**config.mk**
```make
export PLATFORM = sky130hd
export DESIGN_NAME = color_ramp_lookup_interp_flat
export DESIGN_NICKNAME = d
export VERILOG_FILES = /design/src/hw/rtl/crl_pkg.sv /design/src/hw/rtl/crl_stream_if.sv /design/src/hw/rtl/crl_divider.sv /design/src/hw/rtl/color_ramp_lookup_interp.sv /design/src/flat_wrapper.sv
export SDC_FILE = /design/constraint.sdc
export NUM_CORES = 2
export LEC_CHECK = 0
export BUFFER_PORTS_ARGS = -buffer_cell sky130_fd_sc_hd__buf_2
export CAP_MARGIN = 15
export CORE_MARGIN = 2
export CORE_UTILIZATION = 44
export CTS_CLUSTER_DIAMETER = 80
export DETAILED_ROUTE_END_ITERATION = 12
export PLACE_DENSITY_LB_ADDON = 0.15
export SLEW_MARGIN = 10
export SYNTH_ARGS = -nofsm -noshare
export SYNTH_HDL_FRONTEND = slang
export SYNTH_SLANG_ARGS = --single-unit
export TNS_END_PERCENT = 30
```
**constraint.sdc**
```tcl
create_clock -name clk -period 28.6 [get_ports clk]
set_input_delay 2.86 -clock clk [delete_from_list [all_inputs] [get_ports clk]]
set_output_delay 2.86 -clock clk [all_outputs]
set_load 0.01 [all_outputs]
```
**src/hw/rtl/crl_pkg.sv**
```systemverilog
`default_nettype none
package crl_pkg;

	// Input transaction kinds.
	localparam logic ACT_MAP    = 1'b0;
	localparam logic ACT_INSERT = 1'b1;

	// Configuration register indexes.
	localparam logic [1:0] REG_STEPPED = 2'd0;
	localparam logic [1:0] REG_PERCENT = 2'd1;
	localparam logic [1:0] REG_MIN     = 2'd2;
	localparam logic [1:0] REG_MAX     = 2'd3;

	// Result of a serial divide: quotient and a valid strobe.
	typedef struct packed {
		logic        done;
		logic [48:0] quot;
	} crl_div_res_t;

endpackage
`default_nettype wire

```
**src/hw/rtl/crl_stream_if.sv**
```systemverilog
`default_nettype none
interface crl_in_if;
	logic        valid;
	logic        ready;
	logic        action;
	logic [31:0] sample;
	logic [31:0] stop_position;
	logic [31:0] stop_color;
	modport source (output valid, action, sample, stop_position, stop_color, input ready);
	modport sink (input valid, action, sample, stop_position, stop_color, output ready);
endinterface

interface crl_out_if;
	logic        valid;
	logic        ready;
	logic [31:0] color;
	logic [4:0]  stop_total;
	modport source (output valid, color, stop_total, input ready);
	modport sink (input valid, color, stop_total, output ready);
endinterface
`default_nettype wire

```
**src/hw/rtl/crl_divider.sv**
```systemverilog
`default_nettype none
// Unsigned restoring divider, one quotient bit per cycle.
// Divides a 49-bit numerator by a 33-bit divisor.
module crl_divider (
	input  wire logic               clk,
	input  wire logic               arst_n,
	input  wire logic               start,
	input  wire logic [48:0]        num,
	input  wire logic [32:0]        den,
	output crl_pkg::crl_div_res_t   res
);
	logic [5:0]  cnt_q;
	logic        busy_q;
	logic        done_q;
	logic [48:0] quot_q;
	logic [33:0] rem_q;
	logic [32:0] den_q;
	logic [33:0] trial;
	logic [34:0] diff;

	// Shift in the next numerator bit and try a subtraction.
	always_comb begin
		trial = {rem_q[32:0], quot_q[48]};
		diff  = {1'b0, trial} - {2'b00, den_q};
	end

	always_ff @(posedge clk or negedge arst_n) begin
		if (!arst_n) begin
			busy_q <= 1'b0;
			cnt_q  <= '0;
			done_q <= 1'b0;
		end else begin
			done_q <= !start && busy_q && (cnt_q == 6'd1);
			if (start) begin
				busy_q <= 1'b1;
				cnt_q  <= 6'd49;
			end else if (busy_q) begin
				cnt_q  <= cnt_q - 6'd1;
				busy_q <= (cnt_q != 6'd1);
			end
		end
	end

	always_ff @(posedge clk) begin
		if (start) begin
			quot_q <= num;
			rem_q  <= '0;
			den_q  <= den;
		end else if (busy_q) begin
			if (!diff[34]) begin
				rem_q  <= diff[33:0];
				quot_q <= {quot_q[47:0], 1'b1};
			end else begin
				rem_q  <= trial;
				quot_q <= {quot_q[47:0], 1'b0};
			end
		end
	end

	assign res = {done_q, quot_q};
endmodule
`default_nettype wire

```
**src/hw/rtl/color_ramp_lookup_interp.sv**
```systemverilog
`default_nettype none
// Colour ramp lookup with piecewise linear interpolation.
// Input channel: each transaction either inserts a colour stop (action 1) or
// maps a sample to a colour (action 0). Output channel: one transaction per
// input, carrying the colour (maps) or the new stop count (inserts, zero when full).
// Stops live in one single-port synchronous memory with registered reads.
// An insert moves each larger stop up one entry, reading it in a read state
// and writing it in a write state, then writes the new stop into the freed
// slot; an insert into a full table is not stored. A map normalises the sample
// with a serial 49-step divider when percent mode is on, scans the stops up and
// then down, then runs a second divide for the blend fraction and four
// sequential byte multiplies; stepped mode and an exact hit skip the fraction
// divide and the blend. One transaction is handled at a time; the result sits
// in an output register, and no input is taken while it waits, so a stalled
// receiver holds the block until the result is taken. The next input can be
// taken in the cycle after that. Reset empties the table at once (the count
// goes to zero) and loads the register defaults; configuration writes go over
// the APB port, and the user must make them only while the block is idle,
// which the block itself does not enforce.
module color_ramp_lookup_interp #(
	parameter int MAX_STOPS = 16
) (
	input  wire logic        clk,
	input  wire logic        arst_n,
	crl_in_if.sink           in_ch,
	crl_out_if.source        out_ch,
	input  wire logic        psel,
	input  wire logic        penable,
	input  wire logic        pwrite,
	input  wire logic [3:0]  paddr,
	input  wire logic [31:0] pwdata,
	output logic [31:0]      prdata,
	output logic             pready
);
	localparam int IW = $clog2(MAX_STOPS);
	localparam int CW = $clog2(MAX_STOPS + 1);

	localparam logic [3:0] ST_IDLE  = 4'd0;
	localparam logic [3:0] ST_INS_R = 4'd1;
	localparam logic [3:0] ST_INS_C = 4'd2;
	localparam logic [3:0] ST_NORM  = 4'd3;
	localparam logic [3:0] ST_UP    = 4'd4;
	localparam logic [3:0] ST_DOWN  = 4'd5;
	localparam logic [3:0] ST_RDHI  = 4'd6;
	localparam logic [3:0] ST_FRAC  = 4'd7;
	localparam logic [3:0] ST_BLEND = 4'd8;
	localparam logic [3:0] ST_OUT   = 4'd9;
	localparam logic [3:0] ST_NWAIT = 4'd10;
	localparam logic [3:0] ST_FWAIT = 4'd11;

	// Configuration registers.
	logic        stepped_q, percent_q;
	logic [31:0] min_q, max_q;
	logic        wr_en;
	assign pready = 1'b1;
	assign wr_en  = psel && penable && pwrite;

	always_ff @(posedge clk or negedge arst_n) begin
		if (!arst_n) begin
			stepped_q <= 1'b0;
			percent_q <= 1'b1;
			min_q     <= '0;
			max_q     <= '0;
		end else if (wr_en) begin
			case (paddr[3:2])
				crl_pkg::REG_STEPPED: stepped_q <= pwdata[0];
				crl_pkg::REG_PERCENT: percent_q <= pwdata[0];
				crl_pkg::REG_MIN:     min_q     <= pwdata;
				crl_pkg::REG_MAX:     max_q     <= pwdata;
				default: ;
			endcase
		end
	end

	always_comb begin
		case (paddr[3:2])
			crl_pkg::REG_STEPPED: prdata = {31'd0, stepped_q};
			crl_pkg::REG_PERCENT: prdata = {31'd0, percent_q};
			crl_pkg::REG_MIN:     prdata = min_q;
			default:              prdata = max_q;
		endcase
	end

	// Stop memory: one port, position and colour side by side.
	logic [63:0] mem [MAX_STOPS];
	logic [63:0] rd_q;
	logic [IW-1:0] addr;
	logic          we;
	logic [63:0]   wdata;

	always_ff @(posedge clk) begin
		if (we)
			mem[addr] <= wdata;
		rd_q <= mem[addr];
	end

	// Control and working registers.
	logic [3:0]    state_q;
	logic [CW-1:0] count_q;
	logic [IW-1:0] idx_q;
	logic [IW-1:0] lo_q;
	logic [31:0]   sample_q;
	logic [63:0]   new_q;
	logic [31:0]   p_q;
	logic [63:0]   lo_ent_q;
	logic [31:0]   hi_pos_q;
	logic [31:0]   hi_col_q;
	logic [15:0]   x_q;
	logic [1:0]    byte_q;
	logic [31:0]   color_q;
	logic [4:0]    total_q;
	logic          ovalid_q;
	logic          first_q;

	// Divider shared by normalisation and the blend fraction.
	logic          div_start;
	logic [48:0]   div_num;
	logic [32:0]   div_den;
	logic          div_neg_q;
	crl_pkg::crl_div_res_t div_res;

	crl_divider u_div (
		.clk    (clk),
		.arst_n (arst_n),
		.start  (div_start),
		.num    (div_num),
		.den    (div_den),
		.res    (div_res)
	);

	// Normalisation operands: magnitudes and sign of the quotient.
	logic signed [32:0] nnum, nden;
	logic [32:0]        nnum_mag, nden_mag;
	logic               nneg;
	always_comb begin
		nnum     = $signed({sample_q[31], sample_q}) - $signed({min_q[31], min_q});
		nden     = $signed({max_q[31], max_q}) - $signed({min_q[31], min_q});
		nnum_mag = nnum[32] ? 33'(-nnum) : 33'(nnum);
		nden_mag = nden[32] ? 33'(-nden) : 33'(nden);
		nneg     = nnum[32] ^ nden[32];
	end

	// Blend fraction operands (hi >= p >= lo here).
	logic [32:0] fnum, fden;
	always_comb begin
		fnum = 33'($signed({p_q[31], p_q}) - $signed({lo_ent_q[63], lo_ent_q[63:32]}));
		fden = 33'($signed({hi_pos_q[31], hi_pos_q})
			- $signed({lo_ent_q[63], lo_ent_q[63:32]}));
	end

	// Signed saturation of the normalised quotient.
	logic [31:0] norm_sat;
	always_comb begin
		if (div_neg_q) begin
			if (div_res.quot > 49'h80000000)
				norm_sat = 32'h80000000;
			else
				norm_sat = 32'(-div_res.quot);
		end else if (div_res.quot > 49'h7FFFFFFF)
			norm_sat = 32'h7FFFFFFF;
		else
			norm_sat = div_res.quot[31:0];
	end

	// One byte of the blend per cycle.
	logic [7:0]  bu, bo, bd, bres;
	logic [23:0] bprod;
	always_comb begin
		bu    = lo_ent_q[8*byte_q +: 8];
		bo    = hi_col_q[8*byte_q +: 8];
		bd    = (bo >= bu) ? (bo - bu) : (bu - bo);
		bprod = x_q * bd;
		bres  = (bo >= bu) ? (bu + bprod[23:16]) : (bu - bprod[23:16]);
	end

	logic in_take;
	assign in_ch.ready = (state_q == ST_IDLE) && !ovalid_q;
	assign in_take     = in_ch.valid && in_ch.ready;

	logic [31:0] rd_pos;
	assign rd_pos = rd_q[63:32];

	logic [IW-1:0] last_idx;
	assign last_idx = IW'(count_q - CW'(1));

	// Memory address, write strobe and data, and the divider start and operands.
	always_comb begin
		addr      = idx_q;
		we        = 1'b0;
		wdata     = new_q;
		div_start = 1'b0;
		div_num   = {nnum_mag, 16'd0};
		div_den   = nden_mag;
		case (state_q)
			ST_INS_R: addr = IW'(idx_q - IW'(1));
			ST_INS_C: begin
				if (!first_q && $signed(new_q[63:32]) < $signed(rd_pos)) begin
					we    = 1'b1;
					wdata = rd_q;
				end else begin
					we    = 1'b1;
					wdata = new_q;
				end
			end
			ST_RDHI: addr = lo_q;
			ST_FRAC: begin
				div_start = 1'b1;
				div_num   = {fnum, 16'd0};
				div_den   = fden;
			end
			ST_NORM: div_start = 1'b1;
			default: ;
		endcase
	end

	// Sequencer.
	always_ff @(posedge clk or negedge arst_n) begin
		if (!arst_n) begin
			state_q  <= ST_IDLE;
			count_q  <= '0;
			ovalid_q <= 1'b0;
		end else begin
			if (out_ch.valid && out_ch.ready)
				ovalid_q <= 1'b0;
			case (state_q)
				ST_IDLE: begin
					if (in_take) begin
						if (in_ch.action == crl_pkg::ACT_INSERT) begin
							if (count_q >= CW'(MAX_STOPS))
								state_q <= ST_OUT;
							else
								state_q <= ST_INS_R;
						end else if (count_q == '0)
							state_q <= ST_OUT;
						else if (percent_q)
							state_q <= ST_NORM;
						else
							state_q <= ST_UP;
					end
				end
				ST_INS_R: begin
					if (idx_q == '0)
						state_q <= ST_INS_C;
					else
						state_q <= ST_INS_C;
				end
				ST_INS_C: begin
					if (!first_q && $signed(new_q[63:32]) < $signed(rd_pos))
						state_q <= ST_INS_R;
					else begin
						count_q <= count_q + CW'(1);
						state_q <= ST_OUT;
					end
				end
				ST_NORM: state_q <= ST_NWAIT;
				ST_NWAIT: if (div_res.done) state_q <= ST_UP;
				ST_UP: begin
					if (!first_q) begin
						if ($signed(rd_pos) < $signed(p_q) && idx_q != last_idx)
							state_q <= ST_UP;
						else
							state_q <= ST_DOWN;
					end
				end
				ST_DOWN: begin
					if (!first_q) begin
						if ($signed(rd_pos) > $signed(p_q) && idx_q != '0)
							state_q <= ST_DOWN;
						else if (idx_q == lo_q || stepped_q)
							state_q <= ST_OUT;
						else
							state_q <= ST_RDHI;
					end
				end
				ST_RDHI: state_q <= ST_FRAC;
				ST_FRAC: state_q <= ST_FWAIT;
				ST_FWAIT: if (div_res.done) state_q <= ST_BLEND;
				ST_BLEND: if (byte_q == 2'd3) state_q <= ST_OUT;
				ST_OUT: begin
					if (!ovalid_q || (out_ch.valid && out_ch.ready)) begin
						ovalid_q <= 1'b1;
						state_q  <= ST_IDLE;
					end
				end
				default: state_q <= ST_IDLE;
			endcase
		end
	end

	// Read-wait flag: high in a cycle whose memory read is still in flight.
	// During an insert it marks a zero index, which has no neighbour below.
	always_ff @(posedge clk) begin
		case (state_q)
			ST_IDLE:  first_q <= 1'b1;
			ST_INS_R: first_q <= (idx_q == '0);
			ST_NWAIT: first_q <= 1'b1;
			ST_UP:    first_q <= !first_q;
			ST_DOWN:  first_q <= !first_q && $signed(rd_pos) > $signed(p_q) && idx_q != '0;
			default:  first_q <= 1'b0;
		endcase
	end

	// Datapath registers.
	always_ff @(posedge clk) begin
		case (state_q)
			ST_IDLE: begin
				if (in_take) begin
					sample_q <= in_ch.sample;
					p_q      <= in_ch.sample;
					new_q    <= {in_ch.stop_position, in_ch.stop_color};
					color_q  <= '0;
					if (in_ch.action == crl_pkg::ACT_INSERT) begin
						idx_q <= IW'(count_q);
						if (count_q >= CW'(MAX_STOPS))
							total_q <= '0;
						else
							total_q <= 5'(count_q + CW'(1));
					end else begin
						idx_q   <= '0;
						total_q <= '0;
					end
				end
			end
			ST_INS_C: begin
				if (!first_q && $signed(new_q[63:32]) < $signed(rd_pos))
					idx_q <= IW'(idx_q - IW'(1));
			end
			ST_NORM: div_neg_q <= nneg;
			ST_NWAIT: begin
				if (nden == '0)
					p_q <= '0;
				else if (div_res.done)
					p_q <= norm_sat;
			end
			ST_UP: begin
				if (!first_q) begin
					if ($signed(rd_pos) < $signed(p_q) && idx_q != last_idx)
						idx_q <= IW'(idx_q + IW'(1));
					else begin
						lo_q     <= idx_q;
						hi_pos_q <= rd_pos;
						hi_col_q <= rd_q[31:0];
						lo_ent_q <= rd_q;
					end
				end
			end
			ST_DOWN: begin
				if (!first_q) begin
					lo_ent_q <= rd_q;
					color_q  <= rd_q[31:0];
					if ($signed(rd_pos) > $signed(p_q) && idx_q != '0)
						idx_q <= IW'(idx_q - IW'(1));
					else
						lo_q <= idx_q;
				end
			end
			ST_FRAC: byte_q <= '0;
			ST_FWAIT: begin
				if (div_res.done)
					x_q <= (div_res.quot > 49'hFFFF) ? 16'hFFFF : div_res.quot[15:0];
			end
			ST_BLEND: begin
				color_q[8*byte_q +: 8] <= bres;
				byte_q <= byte_q + 2'd1;
			end
			default: ;
		endcase
	end

	assign out_ch.valid      = ovalid_q;
	assign out_ch.color      = color_q;
	assign out_ch.stop_total = total_q;
endmodule
`default_nettype wire
```
**src/flat_wrapper.sv**
```systemverilog
// flat-port wrapper written by rule: the top's interface ports become plain ports
module color_ramp_lookup_interp_flat 
#(
	parameter int MAX_STOPS = 16
)
  (clk, arst_n, psel, penable, pwrite, paddr, pwdata, prdata, pready, in_ch_valid, in_ch_action, in_ch_sample, in_ch_stop_position, in_ch_stop_color, in_ch_ready, out_ch_valid, out_ch_color, out_ch_stop_total, out_ch_ready);
  crl_in_if in_ch_i ();
  crl_out_if out_ch_i ();
  input  wire logic clk;
  input  wire logic arst_n;
  input  wire logic psel;
  input  wire logic penable;
  input  wire logic pwrite;
  input  wire logic [3:0] paddr;
  input  wire logic [31:0] pwdata;
  output logic [31:0] prdata;
  output logic pready;
  input wire logic [$bits(in_ch_i.valid)-1:0] in_ch_valid;
  input wire logic [$bits(in_ch_i.action)-1:0] in_ch_action;
  input wire logic [$bits(in_ch_i.sample)-1:0] in_ch_sample;
  input wire logic [$bits(in_ch_i.stop_position)-1:0] in_ch_stop_position;
  input wire logic [$bits(in_ch_i.stop_color)-1:0] in_ch_stop_color;
  output wire logic [$bits(in_ch_i.ready)-1:0] in_ch_ready;
  output wire logic [$bits(out_ch_i.valid)-1:0] out_ch_valid;
  output wire logic [$bits(out_ch_i.color)-1:0] out_ch_color;
  output wire logic [$bits(out_ch_i.stop_total)-1:0] out_ch_stop_total;
  input wire logic [$bits(out_ch_i.ready)-1:0] out_ch_ready;
  assign in_ch_i.valid = in_ch_valid;
  assign in_ch_i.action = in_ch_action;
  assign in_ch_i.sample = in_ch_sample;
  assign in_ch_i.stop_position = in_ch_stop_position;
  assign in_ch_i.stop_color = in_ch_stop_color;
  assign in_ch_ready = in_ch_i.ready;
  assign out_ch_valid = out_ch_i.valid;
  assign out_ch_color = out_ch_i.color;
  assign out_ch_stop_total = out_ch_i.stop_total;
  assign out_ch_i.ready = out_ch_ready;
  color_ramp_lookup_interp #(.MAX_STOPS(MAX_STOPS)) u_core (.clk(clk), .arst_n(arst_n), .in_ch(in_ch_i), .out_ch(out_ch_i), .psel(psel), .penable(penable), .pwrite(pwrite), .paddr(paddr), .pwdata(pwdata), .prdata(prdata), .pready(pready));
endmodule
```
==> flow_summary.toml <==
[status]
status = "finished, final reports clean"

[timing]
drv_slew = 0
fin_hold_ws_ns = 0.466
finalWorstPathRequiredPeriod_ns = 11.94
setup_viol = 0
fin_crit_sh = 0.417
tightestPinTransition_ns = 1.19
fmax_mhz = 83.8
finalSetupTns_ns = 0
fin_skew_ns = 0.0439
rsz0062_at_grt = "no"
slew_headroom = 0.207
hold_violations = 0

[drt]
drt_wl_total_microns = 220000
avgViaCountPerCell = 5.68
dr.pass1.iters = 6
routedWlPerCell_microns = 22.7
vias = 55033
drc = 0
ant_nets = 0
drtIter0Drc = 4924

[synth]
yosysTopAreaCell = "edfxtp_1"
yosysTopAreaCellShare = 0.535
synth_edf_count = 1426
ys.flop_type = "edfxtp_1"
syn_area_per_cell_sq_um = 11.4
synth_cell_types = 100
synthArstFlopShare = 0.0522
ys_ff_latch = 1608
synthTopCellsByArea = "edfxtp_1 (53%), nand2_1 (6.4%), ha_1 (4.8%)"
syn_inst = 7034
netlist_area_sq_um = 80100
yosysWarningCount = 0
seq_area_frac_synth = 0.585
yosys-top-cells-count = "edfxtp_1 (1426), nand2_1 (1368), inv_1 (352)"
synth_nets = 7570
synth_most_common_cell = "edfxtp_1"

[floorplanning]
ios = 212
rows = 156
die-area_sq_um = 185000
core_area_sq_um = 181000
start_util = 0.443
dieWidth_microns = 431
die_h_microns = 431

[worst_setup_path]
timing.reg2reg.setup_slack_ns = 16.66
cpLargestDelayFamily = "adder cells"
cp-start-kind = "register"
endpoint_kind = "register"
cpPeakStageDelay_ns = 1.00
crit_path_frequent_cell = "xnor2_1"
cp.arrival_ns = 12.57
path_max_fanout = 20
worstSetupPathType = "reg -> reg"
cp_num_buf_inv = 4
crit_required_ns = 29.23
cp_slowest_cell = "edfxtp_1"

[flow_run]
cap_viol_max_count = 0

[clock_tree]
cts_tree = "built"
path_clk_slew_ns = 0.06
cts_resized = 0
htreeDepth = 4
cts_buffers = 172
clkLatencyLatePin_ns = 0.83
clock_sinks = 1608
clock_path_buffers = 3
post_cts_buffers = 0
clockRootBuffer = "clkbuf_16"
ctsHoldBuffers = 0

[layout]
syn_to_final_growth_pct = 11.8
final_nets = 7695
final_layout_size_suffix_gt1_frac = 0.104
fin_util = 0.495
final_cell_area_sq_um = 89500

[place]
placed_area_sq_um = 83800
post-dp-hpwl_microns = 136000
port_buffers = 208
gp_congestion = 0.886

[grt]
overflow = 0
grt_max_degree = 205
antenna_found_initial = 11
grt_pass1_wl_microns = 329000
grt_pass1_vias = 52626
grt_usage = 0.233

[power]
p_per_area_nw_per_um2 = 62.0
ir_drop_v = 0.0000445
power.leakage_nw = 33.7

[min_path]
holdCritPathClass = "reg -> reg"
## cells in the final DEF, fill, tap and decap left out, types with 47 or more instances in the layout
cell type,instances
a21o_1,88
a21oi_1,294
a311oi_1,207
a31oi_1,126
and2_1,107
and3_1,155
buf_2,207
buf_4,93
clkbuf_1,65
clkbuf_16,174
dfrtp_1,83
dfxtp_1,98
edfxtp_1,1426
fa_1,91
ha_1,305
inv_1,349
mux2_2,102
mux2i_1,47
nand2_1,1368
nand2b_1,54
nand3_1,328
nor2_1,244
nor2b_1,95
nor3_1,60
o21a_1,48
o21ai_0,254
xnor2_1,154
xor2_1,71
## stage by stage
step                      total power [mW]  std cells  setup WS [ns]
after floorplan                       3.13       7034          17.99
after global placement                3.35       9355          17.04
after detailed placement              3.36       9355          16.86
after CTS                             5.59       9676          16.76
after global routing                  5.75       9680          15.72
final                                 5.55       9682          16.66
## registers in the layout, summed over array words and instances (netlist names), 4 cells and up
name and count:
u_core.rd_q 64, u_core.out_ch.stop_total 5, u_core.sample_q 32, u_core.mem 1024
u_core.u_div.den_q 33, u_core.lo_q 4, u_core.x_q 16, u_core.hi_col_q 32
u_core.new_q 64, u_core.u_div.quot_q 49, u_core.count_q 5, u_core.idx_q 4
u_core.u_div.rem_q 33, u_core.p_q 32, u_core.u_div.cnt_q 6, u_core.lo_ent_q 64
u_core.min_q 32, u_core.hi_pos_q 32, u_core.out_ch.color 32, u_core.state_q 4
u_core.max_q 32
## metal layers
layer  wire [microns]  GRT usage  part of all wire
met4             6630     0.0764             0.030
met3            12000     0.0284             0.055
met2           103000      0.377              0.47
met5               13          0          0.000059
met1            98100      0.327              0.45
## report_power, final
group          total, mW  internal, mW  switching [mW]
Combinational      0.738         0.271           0.467
Sequential          2.58          2.57          0.0180
Clock               2.23          1.28           0.955
## cell families (layout without fill, tap and decap cells)
family          after synthesis  in the layout  share of synthesized area
flops                      1608           1608                      0.585
xor+xnor                    226            226                     0.0247
compound gates             1336           1336                      0.113
buf+inv                     708            980                     0.0337
mux                         166            166                     0.0250
simple gates               2593           2593                      0.148
fa+ha+maj                   396            396                     0.0704
other cells                   1              7                  0.0000468
## worst paths after layout
path / start / endpoint / cells after the start
setup / recovery: u_core.byte_q[1] / u_core.out_ch.color[23] / 43
hold / removal: u_core.rd_q[29] / u_core.lo_ent_q[29] / 0
setup reg to reg: u_core.byte_q[1] / u_core.out_ch.color[23] / 43
hold reg to reg: u_core.rd_q[29] / u_core.lo_ent_q[29] / 0
max in group asynchronous: arst_n / u_core.count_q[3] / 2
min in group asynchronous: arst_n / u_core.max_q[28] / 1
## area by class of cell
type | instances | area [sq um]
fillers | 16012 | 91200
flip-flops and latches | 1608 | 46900
multi-input cells | 4718 | 30800
clock buffers | 256 | 4830
well taps | 2370 | 2970
repair buffers | 305 | 1830
inverters | 354 | 1330
clock inverters | 65 | 858
diodes | 6 | 15.0
Power figures use the tool's default switching activity.
